===== config.mk =====
export PLATFORM = sky130hd
export DESIGN_NAME = mscq_out_ser_flat
export DESIGN_NICKNAME = d
export VERILOG_FILES = /design/src/hdl/mscq_pkg.sv /design/src/hdl/mscq_if.sv /design/src/hdl/mscq_out_ser.sv /design/src/flat_wrapper.sv
export SDC_FILE = /design/constraint.sdc
export NUM_CORES = 1
export LEC_CHECK = 0
export BUFFER_PORTS_ARGS = -buffer_cell sky130_fd_sc_hd__buf_2
export CORE_MARGIN = 2
export CORE_UTILIZATION = 48
export DETAILED_ROUTE_END_ITERATION = 16
export GPL_TIMING_DRIVEN = 1
export HOLD_SLACK_MARGIN = 0.02
export PLACE_DENSITY = 0.75
export SLEW_MARGIN = 5
export SYNTH_ARGS = -nofsm -noshare
export SYNTH_HDL_FRONTEND = slang
export SYNTH_SLANG_ARGS = --single-unit

===== constraint.sdc =====
create_clock -name clk -period 16.4 [get_ports clk]
set_input_delay 0 -clock clk [delete_from_list [all_inputs] [get_ports clk]]
set_output_delay 0 -clock clk [all_outputs]
set_load 0.02 [all_outputs]

===== src/hdl/mscq_pkg.sv =====
// ----------------------------------------------------------------------------
// Marching squares quad package
// Field widths, the case-to-edge table and the edge-to-corner table.
// ----------------------------------------------------------------------------
package mscq_pkg;

  localparam int COORD_W      = 14;
  localparam int SCALAR_W     = 32;
  localparam int OUT_W        = 22;
  localparam int DIFF_W       = SCALAR_W + 1;
  localparam int DEF_FRAC_BITS = 8;
  localparam int NUM_EDGES    = 4;
  localparam int NUM_LANES    = 2 * NUM_EDGES;

  typedef logic [1:0] edge_id_t;
  typedef logic [1:0] corner_id_t;

  // Segments per case: bit 0 -> first segment present, bit 1 -> second.
  typedef struct packed {
    logic seg1;
    logic seg0;
  } seg_mask_t;

  // Edges per case in emit order; unused slots are masked by seg_mask_t.
  localparam edge_id_t CASE_EDGE [16][4] = '{
    '{2'd0, 2'd0, 2'd0, 2'd0}, '{2'd0, 2'd3, 2'd0, 2'd0},
    '{2'd0, 2'd1, 2'd0, 2'd0}, '{2'd1, 2'd3, 2'd0, 2'd0},
    '{2'd1, 2'd2, 2'd0, 2'd0}, '{2'd0, 2'd3, 2'd1, 2'd2},
    '{2'd0, 2'd2, 2'd0, 2'd0}, '{2'd2, 2'd3, 2'd0, 2'd0},
    '{2'd2, 2'd3, 2'd0, 2'd0}, '{2'd0, 2'd2, 2'd0, 2'd0},
    '{2'd0, 2'd1, 2'd2, 2'd3}, '{2'd1, 2'd2, 2'd0, 2'd0},
    '{2'd1, 2'd3, 2'd0, 2'd0}, '{2'd0, 2'd1, 2'd0, 2'd0},
    '{2'd0, 2'd3, 2'd0, 2'd0}, '{2'd0, 2'd0, 2'd0, 2'd0}
  };

  localparam corner_id_t EDGE_END [4][2] = '{
    '{2'd0, 2'd1}, '{2'd1, 2'd2}, '{2'd3, 2'd2}, '{2'd0, 2'd3}
  };

  localparam logic [3:0] CASE_NONE_LO = 4'h0;
  localparam logic [3:0] CASE_NONE_HI = 4'hf;
  localparam logic [3:0] CASE_SADDLE_A = 4'h5;
  localparam logic [3:0] CASE_SADDLE_B = 4'ha;

endpackage


===== src/hdl/mscq_if.sv =====


interface mscq_out_if import mscq_pkg::*; ();
  logic             valid;
  logic             ready;
  logic [OUT_W-1:0] start_x, start_y, end_x, end_y;
  logic             final_segment;

  modport source (
    output valid, start_x, start_y, end_x, end_y, final_segment,
    input  ready
  );
  modport sink (
    input  valid, start_x, start_y, end_x, end_y, final_segment,
    output ready
  );
endinterface


===== src/hdl/mscq_out_ser.sv =====
// ----------------------------------------------------------------------------
// Marching squares output serializer
// Drop degenerate segments, then send the quad's segments one per cycle while out_seg.ready allows.
// ----------------------------------------------------------------------------
module mscq_out_ser import mscq_pkg::*; (
  input  logic             clk,
  input  logic             rst_n,
  input  logic             in_v,
  input  seg_mask_t        mask,
  input  logic [OUT_W-1:0] lane_res [NUM_LANES],
  output logic             load,
  mscq_out_if.source       out_seg
);

  logic [1:0]       pm_r, pm_after, keep;
  logic [OUT_W-1:0] seg_r [2][4];
  logic             ov_r, emit0, emit1, free;

  always_comb begin
    keep[0] = mask.seg0 && !(lane_res[0] == lane_res[2] && lane_res[1] == lane_res[3]);
    keep[1] = mask.seg1 && !(lane_res[4] == lane_res[6] && lane_res[5] == lane_res[7]);
    free     = !ov_r || out_seg.ready;
    emit0    = pm_r[0] && free;
    emit1    = !pm_r[0] && pm_r[1] && free;
    pm_after = pm_r & ~{emit1, emit0};
    load     = (pm_after == 2'b00);
  end

  always_ff @(posedge clk) begin
    if (!rst_n) begin
      pm_r <= '0;
      ov_r <= 1'b0;
    end else begin
      pm_r <= (load && in_v) ? keep : pm_after;
      if (emit0 || emit1) begin
        ov_r <= 1'b1;
      end else if (out_seg.ready) begin
        ov_r <= 1'b0;
      end
    end
  end

  always_ff @(posedge clk) begin
    if (load && in_v) begin
      for (int s = 0; s < 2; s++) begin
        for (int f = 0; f < 4; f++) begin
          seg_r[s][f] <= lane_res[4*s+f];
        end
      end
    end
    if (emit0 || emit1) begin
      out_seg.start_x       <= seg_r[emit1][0];
      out_seg.start_y       <= seg_r[emit1][1];
      out_seg.end_x         <= seg_r[emit1][2];
      out_seg.end_y         <= seg_r[emit1][3];
      out_seg.final_segment <= emit1 || !pm_r[1];
    end
  end

  assign out_seg.valid = ov_r;

endmodule


===== src/flat_wrapper.sv =====
// flat-port wrapper written by rule: the top's interface ports become plain ports
module mscq_out_ser_flat import mscq_pkg::*;
  (clk, rst_n, in_v, mask, lane_res, load, out_seg_valid, out_seg_start_x, out_seg_start_y, out_seg_end_x, out_seg_end_y, out_seg_final_segment, out_seg_ready);
  mscq_out_if out_seg_i ();
  input  logic clk;
  input  logic rst_n;
  input  logic in_v;
  input  seg_mask_t mask;
  input  logic [OUT_W-1:0] lane_res[NUM_LANES];
  output logic load;
  output wire logic [$bits(out_seg_i.valid)-1:0] out_seg_valid;
  output wire logic [$bits(out_seg_i.start_x)-1:0] out_seg_start_x;
  output wire logic [$bits(out_seg_i.start_y)-1:0] out_seg_start_y;
  output wire logic [$bits(out_seg_i.end_x)-1:0] out_seg_end_x;
  output wire logic [$bits(out_seg_i.end_y)-1:0] out_seg_end_y;
  output wire logic [$bits(out_seg_i.final_segment)-1:0] out_seg_final_segment;
  input wire logic [$bits(out_seg_i.ready)-1:0] out_seg_ready;
  assign out_seg_valid = out_seg_i.valid;
  assign out_seg_start_x = out_seg_i.start_x;
  assign out_seg_start_y = out_seg_i.start_y;
  assign out_seg_end_x = out_seg_i.end_x;
  assign out_seg_end_y = out_seg_i.end_y;
  assign out_seg_final_segment = out_seg_i.final_segment;
  assign out_seg_i.ready = out_seg_ready;
  mscq_out_ser u_core (.clk(clk), .rst_n(rst_n), .in_v(in_v), .mask(mask), .lane_res(lane_res), .load(load), .out_seg(out_seg_i));
endmodule

; ---- After elaboration in Yosys (flattened, before gate mapping)
; Memory sizes are Yosys's and may differ from the RTL's. A register that Yosys moved wholly into a read port is not among the register bits.
; Cells that the tools add are included.
[totals]
register_bits = 4
latch_bits = 0
ram_bits = 176
rom_bits = 0
input_bits = 182
out_inout_bits = 91
wordCells = 33
mem_count = 1
[op_classes]
addsub = 0
multipliers = 0
div = 0
n_lt_le_gt_ge = 0
eq_ne = 4
n_shift = 0
n_mux = 5
bitwise_logic = 2
n_reduce_logical = 18
[memory_table]
columns = name, depth, width, read_ports, rd_ports_with_merged_regs, wr, line_no
row1 = u_core.seg_r, 2, 88, 1, 1, 2, mscq_out_ser.sv:16  ; logic [OUT_W-1:0] seg_r [2][4];
[op_table]
columns = cell, count
row1 = 22-bit equality test, 4
row2 = 1-bit logical AND, 8
row3 = 1-bit logical NOT, 5
row4 = 1-bit two-way mux, 4
row5 = 1-bit logical OR, 3
row6 = 2-bit AND, 1
row7 = 2-bit logical NOT, 1
row8 = 2-bit two-way mux, 1
row9 = 2-bit inverter, 1
row10 = 2-bit nonzero test, 1

; ---- Logic depth before layout (Yosys ltp)
; Gate-level depths: netlist (run 1).
[depth]
ltp_word = 9
ltp_mapped = 5
depth_no_buf = 5

; ---- Worst setup path after synthesis (run 1)
; No wires, ideal clock.
[synth_path]
kind = reg-to-reg
start = register u_core.ov_r (netlist: u_core.out_seg.valid)
end = memory u_core.seg_r[0][0] in the netlist's numbering, enable pin
setup_ns = 0.559
t_arrival_ns = 4.994
required_ns = 15.841
path_slack_ns = 10.847
stages_incl_launch_ff = 4
path_buffers = 0
synth_period_minus_slack_ns = 5.553
path_cell_list = dfxtp_1 nor2b_4 o21ai_0 and3_1
[synth_rtl]
columns = item, line_no
row1 = start: declaration, mscq_out_ser.sv:17  ; logic ov_r, emit0, emit1, free;
row2 = start signal: assignment, mscq_out_ser.sv:32  ; ov_r <= 1'b0;
row3 = start signal: assignment, mscq_out_ser.sv:36  ; ov_r <= 1'b1;
row4 = start signal: assignment, mscq_out_ser.sv:38  ; ov_r <= 1'b0;
row5 = end: declaration, mscq_out_ser.sv:16

==> flow_summary_export.csv, run 1 <==
group,metric,value,unit
status,status,"complete, no violations",
finish,nets,1159,
finish,drive_gt1_share,38.8,%
pwr,leakagePower,5.51,nW
clock_tree,cts_buffers,26,
yosys,synth_commonest_cells,"265 x edfxtp_1, 68 x mux2_2, 68 x xor2_1, 20 x mux2_1, 20 x xnor2_1",
setup_path,slowest_stage,"buf_4",
clock_tree,root_buffer,"clkbuf_16",
setup_path,worstPathCellList,"nor2b_4 > o21ai_0 > and3_4 > buf_4",
floorplanning,die-area,22300,um^2
yosys,synth_seq_area_share,79.2,%
global_routing,grt_pass1_wl,37.2,mm
place,gp_congestion,0.748,
pwr,pwr_density_cell,105,nW/um^2
global_routing,grt_max_degree,83,
global_routing,grt_overflow,0,
sta,fin_crit,2.90,ns
floorplanning,start_util,48.5,%
global_routing,grt_pass1_vias,6792,
global_routing,track_usage,22.6,%
yosys,yosys.area.top_type_share,78.6,%
yosys,syn-instance-count,498,
routing,vias,6313,
sta,fin_skew,0.0229,ns
setup_path,required,16.53,ns
sta,rsz0062_at_grt,"no",
routing,routedWlPerCell,20.5,um
pwr,irDropWorstVdd,70.0,uV
setup_path,slowest_delay,0.89,ns
setup_path,cp-start-kind,"flop",
yosys,ys_types,25,
sta,worst_slew_pin_slew,1.06,ns
finish,area_growth,42.7,%
clock_tree,clk_pin_slew,0.07,ns
setup_path,critical_path_class,"reg2reg",
routing,drc,0,
clock_tree,cts-htree-levels,1,
routing,first_pass_iters,4,
finish,finalNonFillerCells,1273,
floorplanning,die_w,149,um
yosys,ys.flop_type,"edfxtp_1",
routing,ant_nets,0,
clock_tree,cts.repair.resized,0,
yosys,yosysMostFrequentCell,"edfxtp_1",
sta,setup_viol,0,
setup_path,crit_fanout,82,
yosys,mappedNetlistArea,10100,um^2
place,dp_cells,1042,
sta,setup_tns,0,ns
setup_path,crit_arrival,3.03,ns
job,cap_violations,0,
place,port_buffers,272,
worst_hold_path,hold_class,"in2reg",
floorplanning,design.core.area,20900,um^2
floorplanning,die_height,149,um
setup_path,cp_num_buf_inv,1,
floorplanning,num_io_pins,273,
routing,routed_via_density,4.96,
yosys,avgSynthCellArea,20.3,um^2
yosys,ys_ff_latch,268,
yosys,synth-edff-count,265,
floorplanning,num_rows,53,
yosys,syn_nets,680,
sta,period_share,17.7,%
yosys,synthArstFlopShare,0,%
clock_tree,postCtsSetupBuffers,0,
sta,slew_viol_final,0,
routing,drt_iter0_drc,303,
place,dp_hpwl,15.7,mm
yosys,synth_area_leaders,"edfxtp_1 79%, mux2_2 7.6%, xor2_1 5.9%, mux2_1 2.2%, xnor2_1 1.7%",
yosys,synth_largest_area_cell,"edfxtp_1",
global_routing,antenna_found_initial,1,
sta,timing.final.hold_violations,0,
setup_path,endpoint_kind,"flop",
routing,wl,26.1,mm
clock_tree,cts_tree,"done",
clock_tree,cts_buffer_depth,3,
clock_tree,insertion_delay,0.53,ns
yosys,ys_warn_count,0,
setup_path,path_delay_family,"buffers and inverters",
sta,clock.fmax,0.345,GHz
clock_tree,cts_sinks,268,
sta,slew_headroom,29.5,%
layout by cell type (no fill, tap or decap), types with 2 or more instances in the layout:
| master | n |
|---|---|
| dfxtp_1 | 3 |
| mux2_1 | 20 |
| xnor2_1 | 20 |
| clkbuf_16 | 26 |
| clkbuf_1 | 7 |
| clkinv_1 | 4 |
| dlygate4sd3_1 | 182 |
| nor3_1 | 2 |
| nand4_1 | 9 |
| nor4_1 | 18 |
| clkbuf_8 | 3 |
| clkinv_2 | 6 |
| buf_4 | 6 |
| nand3_1 | 2 |
| edfxtp_1 | 265 |
| buf_2 | 272 |
| mux2_2 | 68 |
| xor2_1 | 68 |
worst paths after layout:
kind              slack [ns]            startpoint  cells past startpoint                        end
setup / recovery       13.50  u_core.out_seg.valid                      4        u_core.seg_r[0][18]
hold / removal          0.21          lane_res[86]                      2        u_core.seg_r[1][86]
setup reg to reg       13.50  u_core.out_seg.valid                      4        u_core.seg_r[0][18]
hold reg to reg         0.53   u_core.seg_r[0][72]                      1  u_core.out_seg.start_x[6]
worst register-to-register path, delay by kind of cell, from the launching register on:
kind | cells | cell delay, ns
AO/OA/AOI/OAI | 1 | 0.41
buffers and inverters | 1 | 0.92
flip-flops | 1 | 0.31
AND/OR/NAND/NOR | 2 | 0.79
metal layers:
layer | wire length (um) | track usage, % | vias to the layer above | part of all wire (%)
met3 | 1630 | 3.98 | 41 | 6.3
met5 | 0 | 0 | - | 0
met1 | 10000 | 27.0 | 3099 | 39
met4 | 574 | 5.95 | 0 | 2.2
met2 | 13800 | 42.0 | 269 | 53
li1 | - | - | 2904 | -
sequential cells by signal, summed over array words and instances (netlist names):
register                      flops
u_core.out_seg.end_x             22
u_core.out_seg.end_y             22
u_core.out_seg.final_segment      1
u_core.out_seg.start_x           22
u_core.out_seg.start_y           22
u_core.out_seg.valid              1
u_core.pm_r                       2
u_core.seg_r                    176
through the flow:
step           area [um^2]  setup WS [ns]  hold slack, ns  power (mW)  utilization [%]
2_1_floorplan        10100          10.85          0.0989       0.884                -
3_3_place_gp         11800          13.67           0.202       0.940             56.7
3_5_place_dp         11800          13.56           0.204       0.943             56.7
4_1_cts              14400          13.52           0.183        1.52             69.2
5_1_grt              14400          13.34           0.193        1.57             69.2
6_report             14400          13.50           0.208        1.52             69.2
cell families (layout without fill, tap and decap cells):
group / after synthesis / after routing / share of synthesized area (%)
and+or+nand+nor: 39 / 39 / 2.51
muxes: 88 / 88 / 9.79
buffers and inverters: 10 / 509 / 0.556
DFF: 268 / 268 / 79.2
xor gates and xnor gates: 88 / 88 / 7.61
other: 0 / 1 / 0
AOI/OAI and AO/OA: 5 / 5 / 0.358
what timing repair did:
item	4_1_cts	5_1_grt
hold endpoints to repair	179	0
setup endpoints to repair	0	0
hold buffers	182	0
area by class of cell:
cell class	count	area, um^2
tap	275	344
inverter	1	3.75
antenna	1	2.50
sequential	268	8020
clock buffer	36	718
clock inverter	12	68.8
timing repair buffer	460	3230
fill	1339	6440
multi-input combinational	220	2060
power by group:
group / switching [mW] / total (mW) / internal (mW)
clock network: 0.249 / 0.555 / 0.307
registers: 0.0104 / 0.809 / 0.799
logic: 0.0815 / 0.157 / 0.0757
total: 0.341 / 1.52 / 1.18
(Power assumes the default switching activity.)
==> inputs of run 2 (changes only) <==
- clock period: 16.4 -> 2.7 ns (I/O delays scaled with it)
==> run 2 against run 1 <==
Net effect:
- flip-flop and latch count stayed put
- worst setup slack worse by 13 ns
- clock power grew to 6.8 times the previous value
==> flow_summary_export.csv, run 2 (synthesis gave the netlist of run 1 again) <==
group,metric,value,unit
status,status,"complete, no violations",
setup_path,cp-start-kind,"input port",
sta,timing.final.hold_violations,0,
finish,drive_gt1_share,39.2,%
sta,period_share,92.3,%
routing,vias,6308,
clock_tree,cts_sinks,268,
sta,setup_tns,0,ns
sta,clock.fmax,0.401,GHz
global_routing,track_usage,22.4,%
pwr,clkPwrFrac,39.0,%
floorplanning,die_height,149,um
floorplanning,die-area,22300,um^2
sta,slew_headroom,37.5,%
finish,layout_commonest_cell,"buf_2",
sta,slew_viol_final,0,
pwr,switchingPower,2.11,mW
setup_path,endpoint_kind,"flop",
pwr,power_frac_seq,51.0,%
pwr,p_total,9.63,mW
finish,layout_common_cells,"272 x buf_2, 265 x edfxtp_1, 182 x dlygate4sd3_1, 68 x mux2_2, 68 x xor2_1",
pwr,irDropWorstVdd,567,uV
pwr,swShare,21.9,%
setup_path,critical_path_class,"in2reg",
job,cap_violations,0,
sta,fin_skew,0.0263,ns
routing,routed_via_density,4.94,
floorplanning,die_w,149,um
pwr,pwr_density_cell,658,nW/um^2
place,dp_slack,0.635,ns
routing,drt_iter0_drc,313,
pwr,combinationalPowerShare,10.0,%
sta,worst_slew_pin_slew,0.929,ns
finish,nets,1164,
global_routing,grt_max_degree,63,
clock_tree,cts.repair.resized,0,
place,gp_congestion,0.789,
global_routing,grt_overflow,0,
clock_tree,cts_hold_buf,182,
floorplanning,num_io_pins,273,
clock_tree,cts_buffer_depth,3,
pwr,power.internal,7.52,mW
clock_tree,cts-htree-levels,1,
routing,first_pass_iters,4,
sta,fin_ws,0.208,ns
clock_tree,insertion_delay,0.54,ns
finish,area_growth,44.6,%
sta,rsz0062_at_grt,"no",
floorplanning,start_util,48.5,%
routing,routedWlPerCell,19.9,um
clock_tree,root_buffer,"clkbuf_16",
place,dp_hpwl,15.3,mm
place,port_buffers,272,
routing,ant_nets,0,
clock_tree,clk_pin_slew,0.07,ns
sta,setup_viol,0,
routing,wl,25.4,mm
finish,regMostFlops,"u_core.seg_r",
setup_path,crit_fanout,2,
clock_tree,cts_tree,"done",
routing,drc,0,
finish,antennaDiodeCount,0,
setup_path,required,3.13,ns
floorplanning,design.core.area,20900,um^2
setup_path,crit_arrival,2.92,ns
global_routing,antenna_found_initial,1,
sta,holdWs,0.190,ns
finish,largest_register_ffs,176,
sta,fin_crit,2.49,ns
clock_tree,cts_buffers,28,
worst_hold_path,hold_class,"in2reg",
global_routing,grt_pass1_vias,6919,
clock_tree,postCtsSetupBuffers,0,
global_routing,grt_pass1_wl,37.2,mm
finish,final_util,70.1,%
floorplanning,num_rows,53,
pwr,leakagePower,5.60,nW
-- run 2: area by class of cell --
class / count / area [um^2]
Sequential cell: 268 / 8020
Fill cell: 1331 / 6250
Timing Repair Buffer: 463 / 3310
Multi-Input combinational cell: 220 / 2060
Clock buffer: 35 / 727
Tap cell: 275 / 344
Clock inverter: 16 / 169
Inverter: 1 / 3.75
-- run 2: worst max-delay path: stages --
cell and delay, ns:
dlygate4sd3_1 0.54, buf_2 0.14, xor2_1 0.17, nor4_1 0.81
nand4_1 0.30, nor3_1 0.29, nor4b_1 0.08, dlygate4sd3_1 0.58
-- run 2: final timing paths --
| path | startpoint | endpoint | slack (ns) | depth (start not counted) |
|---|---|---|---|---|
| setup / recovery | lane_res[27] | u_core.pm_r[1] | 0.21 | 8 |
| hold / removal | lane_res[86] | u_core.seg_r[1][86] | 0.19 | 2 |
| setup reg to reg | u_core.out_seg.valid | u_core.pm_r[1] | 0.47 | 6 |
| hold reg to reg | u_core.seg_r[0][67] | u_core.out_seg.start_x[1] | 0.52 | 1 |
-- run 2: power by group through the flow --
stage                     Sequential, mW  Clock (mW)  Combinational, mW
after floorplan                     5.07           0              0.276
after global placement              4.99           0              0.730
after detailed placement            4.99           0              0.740
after CTS                           4.91        3.81              0.954
after global routing                4.93        3.98               1.03
final                               4.91        3.75              0.966
-- run 2: stage by stage --
step,cell area [um^2],cells
floorplan,10100,498
global placement,11900,1045
detailed placement,11900,1045
CTS,14600,1278
global route,14600,1278
finish,14600,1278
-- run 2: routing by layer --
| layer | global-route usage, % | vias up | wire (um) |
|---|---|---|---|
| met2 | 41.2 | 250 | 13300 |
| met3 | 3.94 | 46 | 1520 |
| met1 | 26.5 | 3095 | 9840 |
| li1 | - | 2915 | - |
| met4 | 7.48 | 2 | 697 |
| met5 | 0 | - | 11 |
